$ cat config.mk
export PLATFORM = sky130hd
export DESIGN_NAME = text_width_measure
export DESIGN_NICKNAME = d
export VERILOG_FILES = /design/src/rtl/twm_pkg.sv /design/src/rtl/twm_front.sv /design/src/rtl/twm_fifo.sv /design/src/rtl/twm_back.sv /design/src/rtl/text_width_measure.sv
export SDC_FILE = /design/constraint.sdc
export NUM_CORES = 2
export LEC_CHECK = 0
export ABC_CLOCK_PERIOD_IN_PS = 15800
export BUFFER_PORTS_ARGS = -buffer_cell sky130_fd_sc_hd__buf_2
export CORE_MARGIN = 1
export CORE_UTILIZATION = 40
export DETAILED_ROUTE_END_ITERATION = 10
export PLACE_DENSITY_LB_ADDON = 0.08
export SYNTH_ARGS = -nofsm -noshare
export SYNTH_HDL_FRONTEND = slang
export SYNTH_SLANG_ARGS = --single-unit
$ cat constraint.sdc
create_clock -name clk -period 15.8 [get_ports clk]
set_input_delay 1.58 -clock clk [delete_from_list [all_inputs] [get_ports clk]]
set_output_delay 1.58 -clock clk [all_outputs]
set_load 0.02 [all_outputs]
$ cat src/rtl/twm_pkg.sv
// Package for the text width measurement block: item and result types,
// character classes, status and register codes. No dependencies.
package twm_pkg;

	localparam int GLYPH_COUNT = 256;
	localparam int GLYPH_AW    = $clog2(GLYPH_COUNT);
	localparam int MAX_STRING  = 4096;
	localparam int INDEX_W     = $clog2(MAX_STRING);
	localparam int FIFO_DEPTH  = 4;
	localparam int FIFO_AW     = $clog2(FIFO_DEPTH);

	localparam int SUM_W   = 24;
	localparam int LEFT_W  = 14;
	localparam int LIMIT_W = 12;
	localparam int FITL_W  = 23;
	localparam int BRK_W   = 12;

	localparam logic [7:0] CH_NUL   = 8'h00;
	localparam logic [7:0] CH_SPACE = 8'h20;
	localparam logic [7:0] CH_TILDE = 8'h7E;
	localparam logic [7:0] CH_BAR   = 8'h7C;
	localparam logic [7:0] CH_LT    = 8'h3C;
	localparam logic [7:0] CH_GT    = 8'h3E;

	localparam logic OP_LOAD = 1'b0;
	localparam logic OP_CHAR = 1'b1;

	localparam logic REG_SPACE_WIDTH = 1'b0;
	localparam logic REG_TRACKING    = 1'b1;

	typedef enum logic [2:0] {
		CC_NUL,
		CC_SPACE,
		CC_TILDE,
		CC_BAR,
		CC_LT,
		CC_GT,
		CC_GLYPH
	} char_class_t;

	typedef enum logic [1:0] {
		ST_DONE   = 2'd0,
		ST_EXCEED = 2'd1,
		ST_BREAK  = 2'd2,
		ST_END    = 2'd3
	} status_t;

	typedef struct packed {
		logic                op;
		char_class_t         cls;
		logic [7:0]          char_code;
		logic [7:0]          glyph_width;
		logic                start_req;
		logic                last;
		logic                fit_mode;
		logic                tags_enabled;
		logic [LIMIT_W-1:0]  char_limit;
		logic [FITL_W-1:0]   fit_limit;
	} item_t;

	typedef struct packed {
		logic valid;
		logic idx;
		logic [7:0] data;
	} cfg_wr_t;

endpackage

$ cat src/rtl/twm_front.sv
// Front part: accepts stream items, classifies the character byte and
// pushes the decoded item into the queue. Depends on twm_pkg.
module twm_front import twm_pkg::*; (
	input  logic        s_axis_tvalid,
	output logic        s_axis_tready,
	// op
	input  logic        s_axis_tuser,
	input  logic        s_axis_tlast,
	// char_code, glyph_width, start_req, fit_mode, tags_enabled, char_limit, fit_limit
	input  logic [55:0] s_axis_tdata,
	input  logic        q_ready,
	output logic        q_push,
	output item_t       q_item
);

	char_class_t cls;

	always_comb begin
		case (s_axis_tdata[7:0])
			CH_NUL:   cls = CC_NUL;
			CH_SPACE: cls = CC_SPACE;
			CH_TILDE: cls = CC_TILDE;
			CH_BAR:   cls = CC_BAR;
			CH_LT:    cls = CC_LT;
			CH_GT:    cls = CC_GT;
			default:  cls = CC_GLYPH;
		endcase
	end

	always_comb begin
		q_item.op           = s_axis_tuser;
		q_item.cls          = cls;
		q_item.char_code    = s_axis_tdata[7:0];
		q_item.glyph_width  = s_axis_tdata[15:8];
		q_item.start_req    = s_axis_tdata[16];
		q_item.last         = s_axis_tlast;
		q_item.fit_mode     = s_axis_tdata[17];
		q_item.tags_enabled = s_axis_tdata[18];
		q_item.char_limit   = s_axis_tdata[30:19];
		q_item.fit_limit    = s_axis_tdata[53:31];
	end

	assign s_axis_tready = q_ready;
	assign q_push        = s_axis_tvalid & q_ready;

endmodule

$ cat src/rtl/twm_fifo.sv
// Short queue of decoded items between the front and back parts.
// Depends on twm_pkg.
module twm_fifo import twm_pkg::*; (
	input  logic  clk,
	input  logic  arst_n,
	input  logic  push,
	input  item_t push_item,
	output logic  push_ready,
	input  logic  pop,
	output logic  pop_valid,
	output item_t pop_item
);

	item_t              slot_q [FIFO_DEPTH];
	logic [FIFO_AW-1:0] wr_ptr_q;
	logic [FIFO_AW-1:0] rd_ptr_q;
	logic [FIFO_AW:0]   count_q;
	logic               do_push;
	logic               do_pop;

	assign push_ready = count_q != FIFO_AW'(0) + (FIFO_AW+1)'(FIFO_DEPTH);
	assign pop_valid  = count_q != '0;
	assign pop_item   = slot_q[rd_ptr_q];
	assign do_push    = push & push_ready;
	assign do_pop     = pop & pop_valid;

	always_ff @(posedge clk) begin
		if (do_push) begin
			slot_q[wr_ptr_q] <= push_item;
		end
	end

	always_ff @(posedge clk or negedge arst_n) begin
		if (!arst_n) begin
			wr_ptr_q <= '0;
			rd_ptr_q <= '0;
			count_q  <= '0;
		end else begin
			if (do_push) begin
				wr_ptr_q <= wr_ptr_q + FIFO_AW'(1);
			end
			if (do_pop) begin
				rd_ptr_q <= rd_ptr_q + FIFO_AW'(1);
			end
			case ({do_push, do_pop})
				2'b10:   count_q <= count_q + (FIFO_AW+1)'(1);
				2'b01:   count_q <= count_q - (FIFO_AW+1)'(1);
				default: count_q <= count_q;
			endcase
		end
	end

`ifndef NO_ASSERTIONS
	a_count_bound: assert property (@(posedge clk) disable iff (!arst_n)
		count_q <= (FIFO_AW+1)'(FIFO_DEPTH))
		else $error("queue count beyond depth");
	a_pop_count: assert property (@(posedge clk) disable iff (!arst_n)
		do_pop && !do_push |=> count_q == $past(count_q) - (FIFO_AW+1)'(1))
		else $error("queue count not decremented on pop");
`endif

endmodule

$ cat src/rtl/twm_back.sv
// Back part: glyph width memory, per-string measuring state and the
// result register. Depends on twm_pkg; fed from twm_fifo.
module twm_back import twm_pkg::*; (
	input  logic        clk,
	input  logic        arst_n,
	input  cfg_wr_t     cfg,
	input  logic        q_valid,
	input  item_t       q_item,
	output logic        q_pop,
	output logic        m_axis_tvalid,
	input  logic        m_axis_tready,
	// status, text_width, break_index
	output logic [39:0] m_axis_tdata
);

	logic [7:0]              glyph_mem [GLYPH_COUNT];
	logic [GLYPH_COUNT-1:0]  gvalid_q;
	logic [7:0]              space_width_q;
	logic signed [7:0]       tracking_q;

	logic                    valid_s1;
	item_t                   item_s1;
	logic [7:0]              rd_s1;
	logic                    gv_s1;

	logic signed [SUM_W-1:0]  ws_q;
	logic signed [LEFT_W-1:0] left_q;
	logic [INDEX_W-1:0]       idx_q;
	logic                     tag_q;
	logic                     done_q;
	logic                     fit_q;
	logic                     tags_q;
	logic                     limited_q;
	logic [FITL_W-1:0]        fitl_q;

	logic                     out_valid_q;
	status_t                  out_status_q;
	logic signed [SUM_W-1:0]  out_width_q;
	logic [BRK_W-1:0]         out_brk_q;

	logic                     advance;
	logic                     step;

	logic signed [SUM_W-1:0]  n_ws;
	logic signed [LEFT_W-1:0] n_left;
	logic [INDEX_W-1:0]       n_idx;
	logic                     n_tag;
	logic                     n_done;
	logic                     n_fit;
	logic                     n_tags;
	logic                     n_limited;
	logic [FITL_W-1:0]        n_fitl;
	logic                     emit;
	status_t                  e_status;
	logic [BRK_W-1:0]         e_brk;

	function automatic logic signed [SUM_W-1:0] sat_add(
		input logic signed [SUM_W-1:0] a,
		input logic signed [9:0]       b
	);
		logic signed [SUM_W:0] s;
		begin
			s = (SUM_W+1)'(a) + (SUM_W+1)'(b);
			if (s[SUM_W] != s[SUM_W-1]) begin
				sat_add = s[SUM_W] ? {1'b1, {(SUM_W-1){1'b0}}} : {1'b0, {(SUM_W-1){1'b1}}};
			end else begin
				sat_add = s[SUM_W-1:0];
			end
		end
	endfunction

	assign advance = !out_valid_q || m_axis_tready;
	assign q_pop   = q_valid & advance;
	assign step    = valid_s1 & advance;

	always_ff @(posedge clk) begin
		if (q_pop) begin
			if (q_item.op == OP_LOAD) begin
				glyph_mem[q_item.char_code[GLYPH_AW-1:0]] <= q_item.glyph_width;
			end
			rd_s1   <= glyph_mem[q_item.char_code[GLYPH_AW-1:0]];
			item_s1 <= q_item;
		end
	end

	always_comb begin
		logic signed [9:0]       glyph_add;
		logic [7:0]              gw;
		logic [INDEX_W-1:0]      idx_inc;
		gw        = gv_s1 ? rd_s1 : 8'd0;
		glyph_add = $signed({2'b00, gw}) + {{2{tracking_q[7]}}, tracking_q};
		idx_inc   = (idx_q == {INDEX_W{1'b1}}) ? idx_q : idx_q + INDEX_W'(1);
		n_ws      = ws_q;
		n_left    = left_q;
		n_idx     = idx_q;
		n_tag     = tag_q;
		n_done    = done_q;
		n_fit     = fit_q;
		n_tags    = tags_q;
		n_limited = limited_q;
		n_fitl    = fitl_q;
		emit      = 1'b0;
		e_status  = ST_DONE;
		e_brk     = '0;
		if (item_s1.op == OP_CHAR) begin
			if (item_s1.start_req) begin
				n_fit     = item_s1.fit_mode;
				n_tags    = item_s1.tags_enabled;
				n_limited = item_s1.char_limit != '0;
				n_left    = $signed(LEFT_W'(item_s1.char_limit));
				n_fitl    = item_s1.fit_limit;
				n_ws      = '0;
				n_idx     = '0;
				n_tag     = 1'b0;
				n_done    = 1'b0;
				idx_inc   = INDEX_W'(1);
			end
			if (!n_done) begin
				if (n_fit) begin
					case (item_s1.cls)
						CC_NUL: begin
							emit     = 1'b1;
							e_status = ST_END;
						end
						CC_BAR: begin
							emit     = 1'b1;
							e_status = ST_BREAK;
							e_brk    = BRK_W'(idx_inc);
						end
						CC_SPACE: n_ws = sat_add(n_ws, $signed({2'b00, space_width_q}));
						CC_TILDE: n_ws = n_ws;
						default:  n_ws = sat_add(n_ws, glyph_add);
					endcase
					if (!emit) begin
						if (n_ws > $signed({1'b0, n_fitl})) begin
							emit     = 1'b1;
							e_status = ST_EXCEED;
							e_brk    = BRK_W'(n_idx);
						end else begin
							n_idx = idx_inc;
							if (item_s1.last) begin
								emit     = 1'b1;
								e_status = ST_END;
							end
						end
					end
				end else begin
					if (item_s1.cls == CC_NUL) begin
						emit = 1'b1;
					end else if (n_tag) begin
						if (item_s1.cls == CC_GT) begin
							n_tag = 1'b0;
						end else if (n_left != {1'b1, {(LEFT_W-1){1'b0}}}) begin
							n_left = n_left - LEFT_W'(1);
						end
					end else if (item_s1.cls == CC_BAR) begin
						emit = 1'b1;
					end else begin
						case (item_s1.cls)
							CC_SPACE: n_ws = sat_add(n_ws, $signed({2'b00, space_width_q}));
							CC_TILDE: n_ws = n_ws;
							CC_LT: begin
								if (n_tags) begin
									n_tag = 1'b1;
								end else begin
									n_ws = sat_add(n_ws, glyph_add);
								end
							end
							default:  n_ws = sat_add(n_ws, glyph_add);
						endcase
						if (n_left != {1'b1, {(LEFT_W-1){1'b0}}}) begin
							n_left = n_left - LEFT_W'(1);
						end
					end
					if (!emit) begin
						if (!n_tag && n_limited && (n_left[LEFT_W-1] || n_left == '0)) begin
							emit = 1'b1;
						end else if (item_s1.last) begin
							emit = 1'b1;
						end
					end
				end
				if (emit) begin
					n_done = 1'b1;
				end
			end
		end
	end

	always_ff @(posedge clk or negedge arst_n) begin
		if (!arst_n) begin
			gvalid_q      <= '0;
			gv_s1         <= 1'b0;
			valid_s1      <= 1'b0;
			space_width_q <= '0;
			tracking_q    <= '0;
			ws_q          <= '0;
			left_q        <= '0;
			idx_q         <= '0;
			tag_q         <= 1'b0;
			done_q        <= 1'b1;
			fit_q         <= 1'b0;
			tags_q        <= 1'b0;
			limited_q     <= 1'b0;
			fitl_q        <= '0;
			out_valid_q   <= 1'b0;
		end else begin
			if (cfg.valid) begin
				case (cfg.idx)
					REG_SPACE_WIDTH: space_width_q <= cfg.data;
					REG_TRACKING:    tracking_q    <= $signed(cfg.data);
					default:         space_width_q <= space_width_q;
				endcase
			end
			if (q_pop) begin
				gv_s1 <= gvalid_q[q_item.char_code[GLYPH_AW-1:0]];
				if (q_item.op == OP_LOAD) begin
					gvalid_q[q_item.char_code[GLYPH_AW-1:0]] <= 1'b1;
				end
			end
			if (advance) begin
				valid_s1 <= q_valid;
			end
			if (step) begin
				ws_q      <= n_ws;
				left_q    <= n_left;
				idx_q     <= n_idx;
				tag_q     <= n_tag;
				done_q    <= n_done;
				fit_q     <= n_fit;
				tags_q    <= n_tags;
				limited_q <= n_limited;
				fitl_q    <= n_fitl;
			end
			if (step && emit) begin
				out_valid_q <= 1'b1;
			end else if (m_axis_tready) begin
				out_valid_q <= 1'b0;
			end
		end
	end

	always_ff @(posedge clk) begin
		if (step && emit) begin
			out_status_q <= e_status;
			out_width_q  <= n_ws;
			out_brk_q    <= e_brk;
		end
	end

	assign m_axis_tvalid = out_valid_q;
	assign m_axis_tdata  = {2'b00, out_brk_q, out_width_q, out_status_q};

`ifndef NO_ASSERTIONS
	a_emit_closes: assert property (@(posedge clk) disable iff (!arst_n)
		step && emit |=> done_q && out_valid_q)
		else $error("result given without closing the string");
	a_fit_no_tag: assert property (@(posedge clk) disable iff (!arst_n)
		fit_q |-> !tag_q)
		else $error("tag state set in fit mode");
	a_stage_hold: assert property (@(posedge clk) disable iff (!arst_n)
		valid_s1 && !advance |=> valid_s1 && $stable(ws_q))
		else $error("stage lost its item under stall");
`endif

endmodule

$ cat src/rtl/text_width_measure.sv
// Text width measurement block, top level.
// Instantiates twm_front, twm_fifo and twm_back; uses twm_pkg.
//
// Items arrive on the s_axis stream: tuser carries op (0 loads a glyph
// width into the 256-entry table, 1 is a string character) and tlast
// marks the final character of a string. Each finished string yields one
// transfer on m_axis with status, text width and break index.
// Registers space_width (index 0) and tracking (index 1) are written on the
// cfg channel, which is always ready; write them only while the block is idle.
// One item is taken per cycle while s_axis_tready is high. A result passes
// through the queue, the registered read of the glyph width memory and the
// output register after the transfer of the character that ends the string.
// When the receiver stalls, the result stays in the output register and
// the back part holds; the four-entry queue then fills and s_axis_tready
// falls. Reset clears the glyph table to zero widths, both registers and
// all string state; no item is lost or repeated across stalls.
module text_width_measure import twm_pkg::*; (
	input  logic        clk,
	input  logic        arst_n,
	input  logic        s_axis_tvalid,
	output logic        s_axis_tready,
	// op
	input  logic        s_axis_tuser,
	input  logic        s_axis_tlast,
	// char_code, glyph_width, start_req, fit_mode, tags_enabled, char_limit, fit_limit
	input  logic [55:0] s_axis_tdata,
	output logic        m_axis_tvalid,
	input  logic        m_axis_tready,
	// status, text_width, break_index
	output logic [39:0] m_axis_tdata,
	input  logic        cfg_valid,
	output logic        cfg_ready,
	input  logic        cfg_index,
	input  logic [7:0]  cfg_data
);

	item_t   push_item;
	item_t   pop_item;
	logic    push;
	logic    push_ready;
	logic    pop;
	logic    pop_valid;
	cfg_wr_t cfg;

	assign cfg_ready = 1'b1;
	assign cfg.valid = cfg_valid;
	assign cfg.idx   = cfg_index;
	assign cfg.data  = cfg_data;

	twm_front u_front (
		.s_axis_tvalid (s_axis_tvalid),
		.s_axis_tready (s_axis_tready),
		.s_axis_tuser  (s_axis_tuser),
		.s_axis_tlast  (s_axis_tlast),
		.s_axis_tdata  (s_axis_tdata),
		.q_ready       (push_ready),
		.q_push        (push),
		.q_item        (push_item)
	);

	twm_fifo u_fifo (
		.clk        (clk),
		.arst_n     (arst_n),
		.push       (push),
		.push_item  (push_item),
		.push_ready (push_ready),
		.pop        (pop),
		.pop_valid  (pop_valid),
		.pop_item   (pop_item)
	);

	twm_back u_back (
		.clk           (clk),
		.arst_n        (arst_n),
		.cfg           (cfg),
		.q_valid       (pop_valid),
		.q_item        (pop_item),
		.q_pop         (pop),
		.m_axis_tvalid (m_axis_tvalid),
		.m_axis_tready (m_axis_tready),
		.m_axis_tdata  (m_axis_tdata)
	);

endmodule

==> qor.csv <==
metric,value,unit
max cap viols,0,
"Avg Cell Area, Syn",16.3,µm²
Worst Setup EP,u_back.out_width_q[5],
DR WL/cell,32.5,µm
Worst Path Max Fanout,38,
"Core Util, Final",45.7,%
post-DP HPWL,227,mm
DR iter-0 viols,6757,
initial antenna violation count,25,
Worst-Margin Slew,1.59,ns
Crit path max-delay family,simple AND/OR/NAND/NOR gates,
slowest CP cell,nor2_4,
H-tree levels,5,
outcome,"complete, but fails checks",
crit path DAT,10.64,ns
Pwr per Cell Area,228,nW/µm²
Total Wirelength,360,mm
Tot GR Track Use,25.1,%
CTS tree,built,
"Area growth, synth to finish",13.6,%
mux contribution to synthesized area,11.9,%
Hold Startpoint,u_back.gvalid_q[138],
Synth top cells by count,"2,373 x edfxtp_1, 775 x nand2_1, 480 x mux4_2, 423 x nor2_1, 359 x dfrtp_1",
Via-to-Cell Ratio,5.85,
Sinks on Clock Net,2733,
ratio of cells with drive above 1 in the final layout,21.1,%
Synth Instances,6871,
die width,532,µm
failing checks,slew limit,
largest net degree at the start of global routing,216,
main combinational cell family by area after synthesis,multiplexers,
final hold violation count,0,
Post-synth EDFFs,2373,
Skew-Pair Late Insertion Delay,0.92,ns
CP Launch Type,flop,
# port buffers,109,
CTS Buf Count,303,
Fin Hold WS,0.456,ns
reg2reg setup slack,5.67,ns
"count leader, synth",edfxtp_1,
Min-Delay Path Class,flop to flop,
crit path buf inv count,6,
crit path time final,10.13,ns
"Distinct cells, synth",80,
dominant cell type by area after synthesis,edfxtp_1,
setup TNS,0,ns
Final Slew Violations,74,
row cnt,194,
GPL Wtd Cong,0.884,
number of cells on the worst reg-to-reg path,34,
core area,279000,µm²
Root Driver,clkbuf_16,
worst rel slew slack,-5.72,%
"Design Area, Final",127000,µm²
Critical Path Source,u_back.item_s1[38],
share of flip-flops with an asynchronous set or reset,13.2,%
"top cells by area, synth","edfxtp_1 64%, mux4_2 9.6%, dfrtp_1 8.0%",
worst reg2reg endpoint,u_back.out_width_q[5],
1st-pass router iterations,7,
Yosys top cell area share,63.5,%
simple-gate area share of the yosys netlist,8.41,%
fmax,0.0987,GHz
"Seq/Total Area, Yosys",71.5,%
Levels on crit path,34,
# DRC,0,
Critical Path Sink Type,flop,
Post-DRT Antenna Nets,0,
complex-gate fraction of the synthesized area,4.98,%
via count,64697,
WP data required,16.31,ns
Placed Area,117000,µm²
vias in the first global route,64162,
Top Ports,115,
r2r startpoint,u_back.item_s1[38],
Die ar.,283000,µm²
Synth Register Bits,2733,
Worst Skew,0.0529,ns
Initial Util,40.2,%
synth warn,0,
hold depth,1,
postcts setup bufs,0,
dominant synthesized flop cell,edfxtp_1,
Final Net Count,7241,
PostCTS Resize Cnt,0,
fin crit share,64.1,%
"Reg clk slew, reported paths",0.06,ns
Slowest Stage Delay on Critical Path,0.92,ns
Leak Pwr,43.8,nW
CP Class,flop to flop,
grt ovf,0,
first-pass GRT wire length,504,mm
die height,532,µm
synthesized area,112000,µm²
Worst VDD drop,0.265,mV
RSZ-0062 raised after global routing,no,
Adder-Cell Fraction of Synth Area,1.05,%
count of final setup violators,0,
Clock Tree Buf Depth,4,
Synth Area in XOR/XNOR,0.453,%
# hold bufs at CTS,0,
-- area by class of cell --
cell class                 count  area, µm²
clock inverter               141       1750
antenna                        4       10.0
timing repair buffer         278       2000
inverter                      45        169
tap                         3724       4660
fill                       24419     152000
multi-input combinational   3719      30200
sequential                  2733      80300
clock buffer                 421       8370
-- report_power, final --
part,total (W),switching [W],internal (W)
registers,0.0101,0.000399,0.00973
clock network,0.00721,0.00304,0.00417
logic,0.0117,0.00814,0.00354
-- metal layers --
layer,global-route usage [%],vias to the layer above,share of wire (%)
li1,-,27372,-
met1,36.5,34465,44
met2,38.6,2345,46
met3,4.55,507,7.1
met4,7.09,8,3.0
met5,0,-,0.014
-- cell usage in the layout (no fill, tap or decap), types with 108 or more instances in the layout --
master,instances
edfxtp_1,2373
nand2_1,775
mux4_2,469
nor2_1,413
dfrtp_1,357
clkbuf_16,305
or2_2,267
mux2i_1,207
nand3_1,192
buf_4,155
a21oi_1,146
o21ai_0,138
buf_2,108
-- cells by family after synthesis --
| kind of cell | count (synthesis) |
|---|---|
| AO/OA/AOI/OAI | 816 |
| AND/OR/NAND/NOR | 2027 |
| other | 2 |
| XOR/XNOR | 58 |
| adder cells (fa/ha/maj) | 89 |
| buffers and inverters | 420 |
| flip-flops | 2733 |
| multiplexers | 726 |
-- worst min-delay path by stage --
stage / to / slack (ns)
after floorplan: u_back.gvalid_q[0] / 0.43
after global placement: u_back.gvalid_q[40] / 0.44
after detailed placement: u_back.gvalid_q[90] / 0.44
after CTS: u_back.gvalid_q[138] / 0.46
after global routing: u_back.gvalid_q[108] / 0.47
final: u_back.gvalid_q[138] / 0.46
-- state kept, by name, summed over array words and instances, names as in the netlist, 2 cells and up --
signal	count
u_fifo.rd_ptr_q	2
u_back.space_width_q	8
u_back.rd_s1	8
u_fifo.wr_ptr_q	2
u_back.gvalid_q	256
u_back.item_s1	43
u_fifo.slot_q	236
u_back.left_q	14
u_back.idx_q	12
u_back.fitl_q	23
u_back.ws_q	24
u_fifo.count_q	3
u_back.tracking_q	8
u_back.out_status_q	2
u_back.out_brk_q	12
u_back.glyph_mem	2048
u_back.out_width_q	24
-- metrics by stage --
stage	worst slack, ns	total power [W]	std cells
after floorplan	6.23	0.0170	6872
after global placement	5.79	0.0218	10499
after detailed placement	5.70	0.0219	10499
after CTS	5.70	0.0292	11061
after global routing	5.02	0.0301	11063
final	5.67	0.0290	11065
Power figures use the tool's default switching activity.
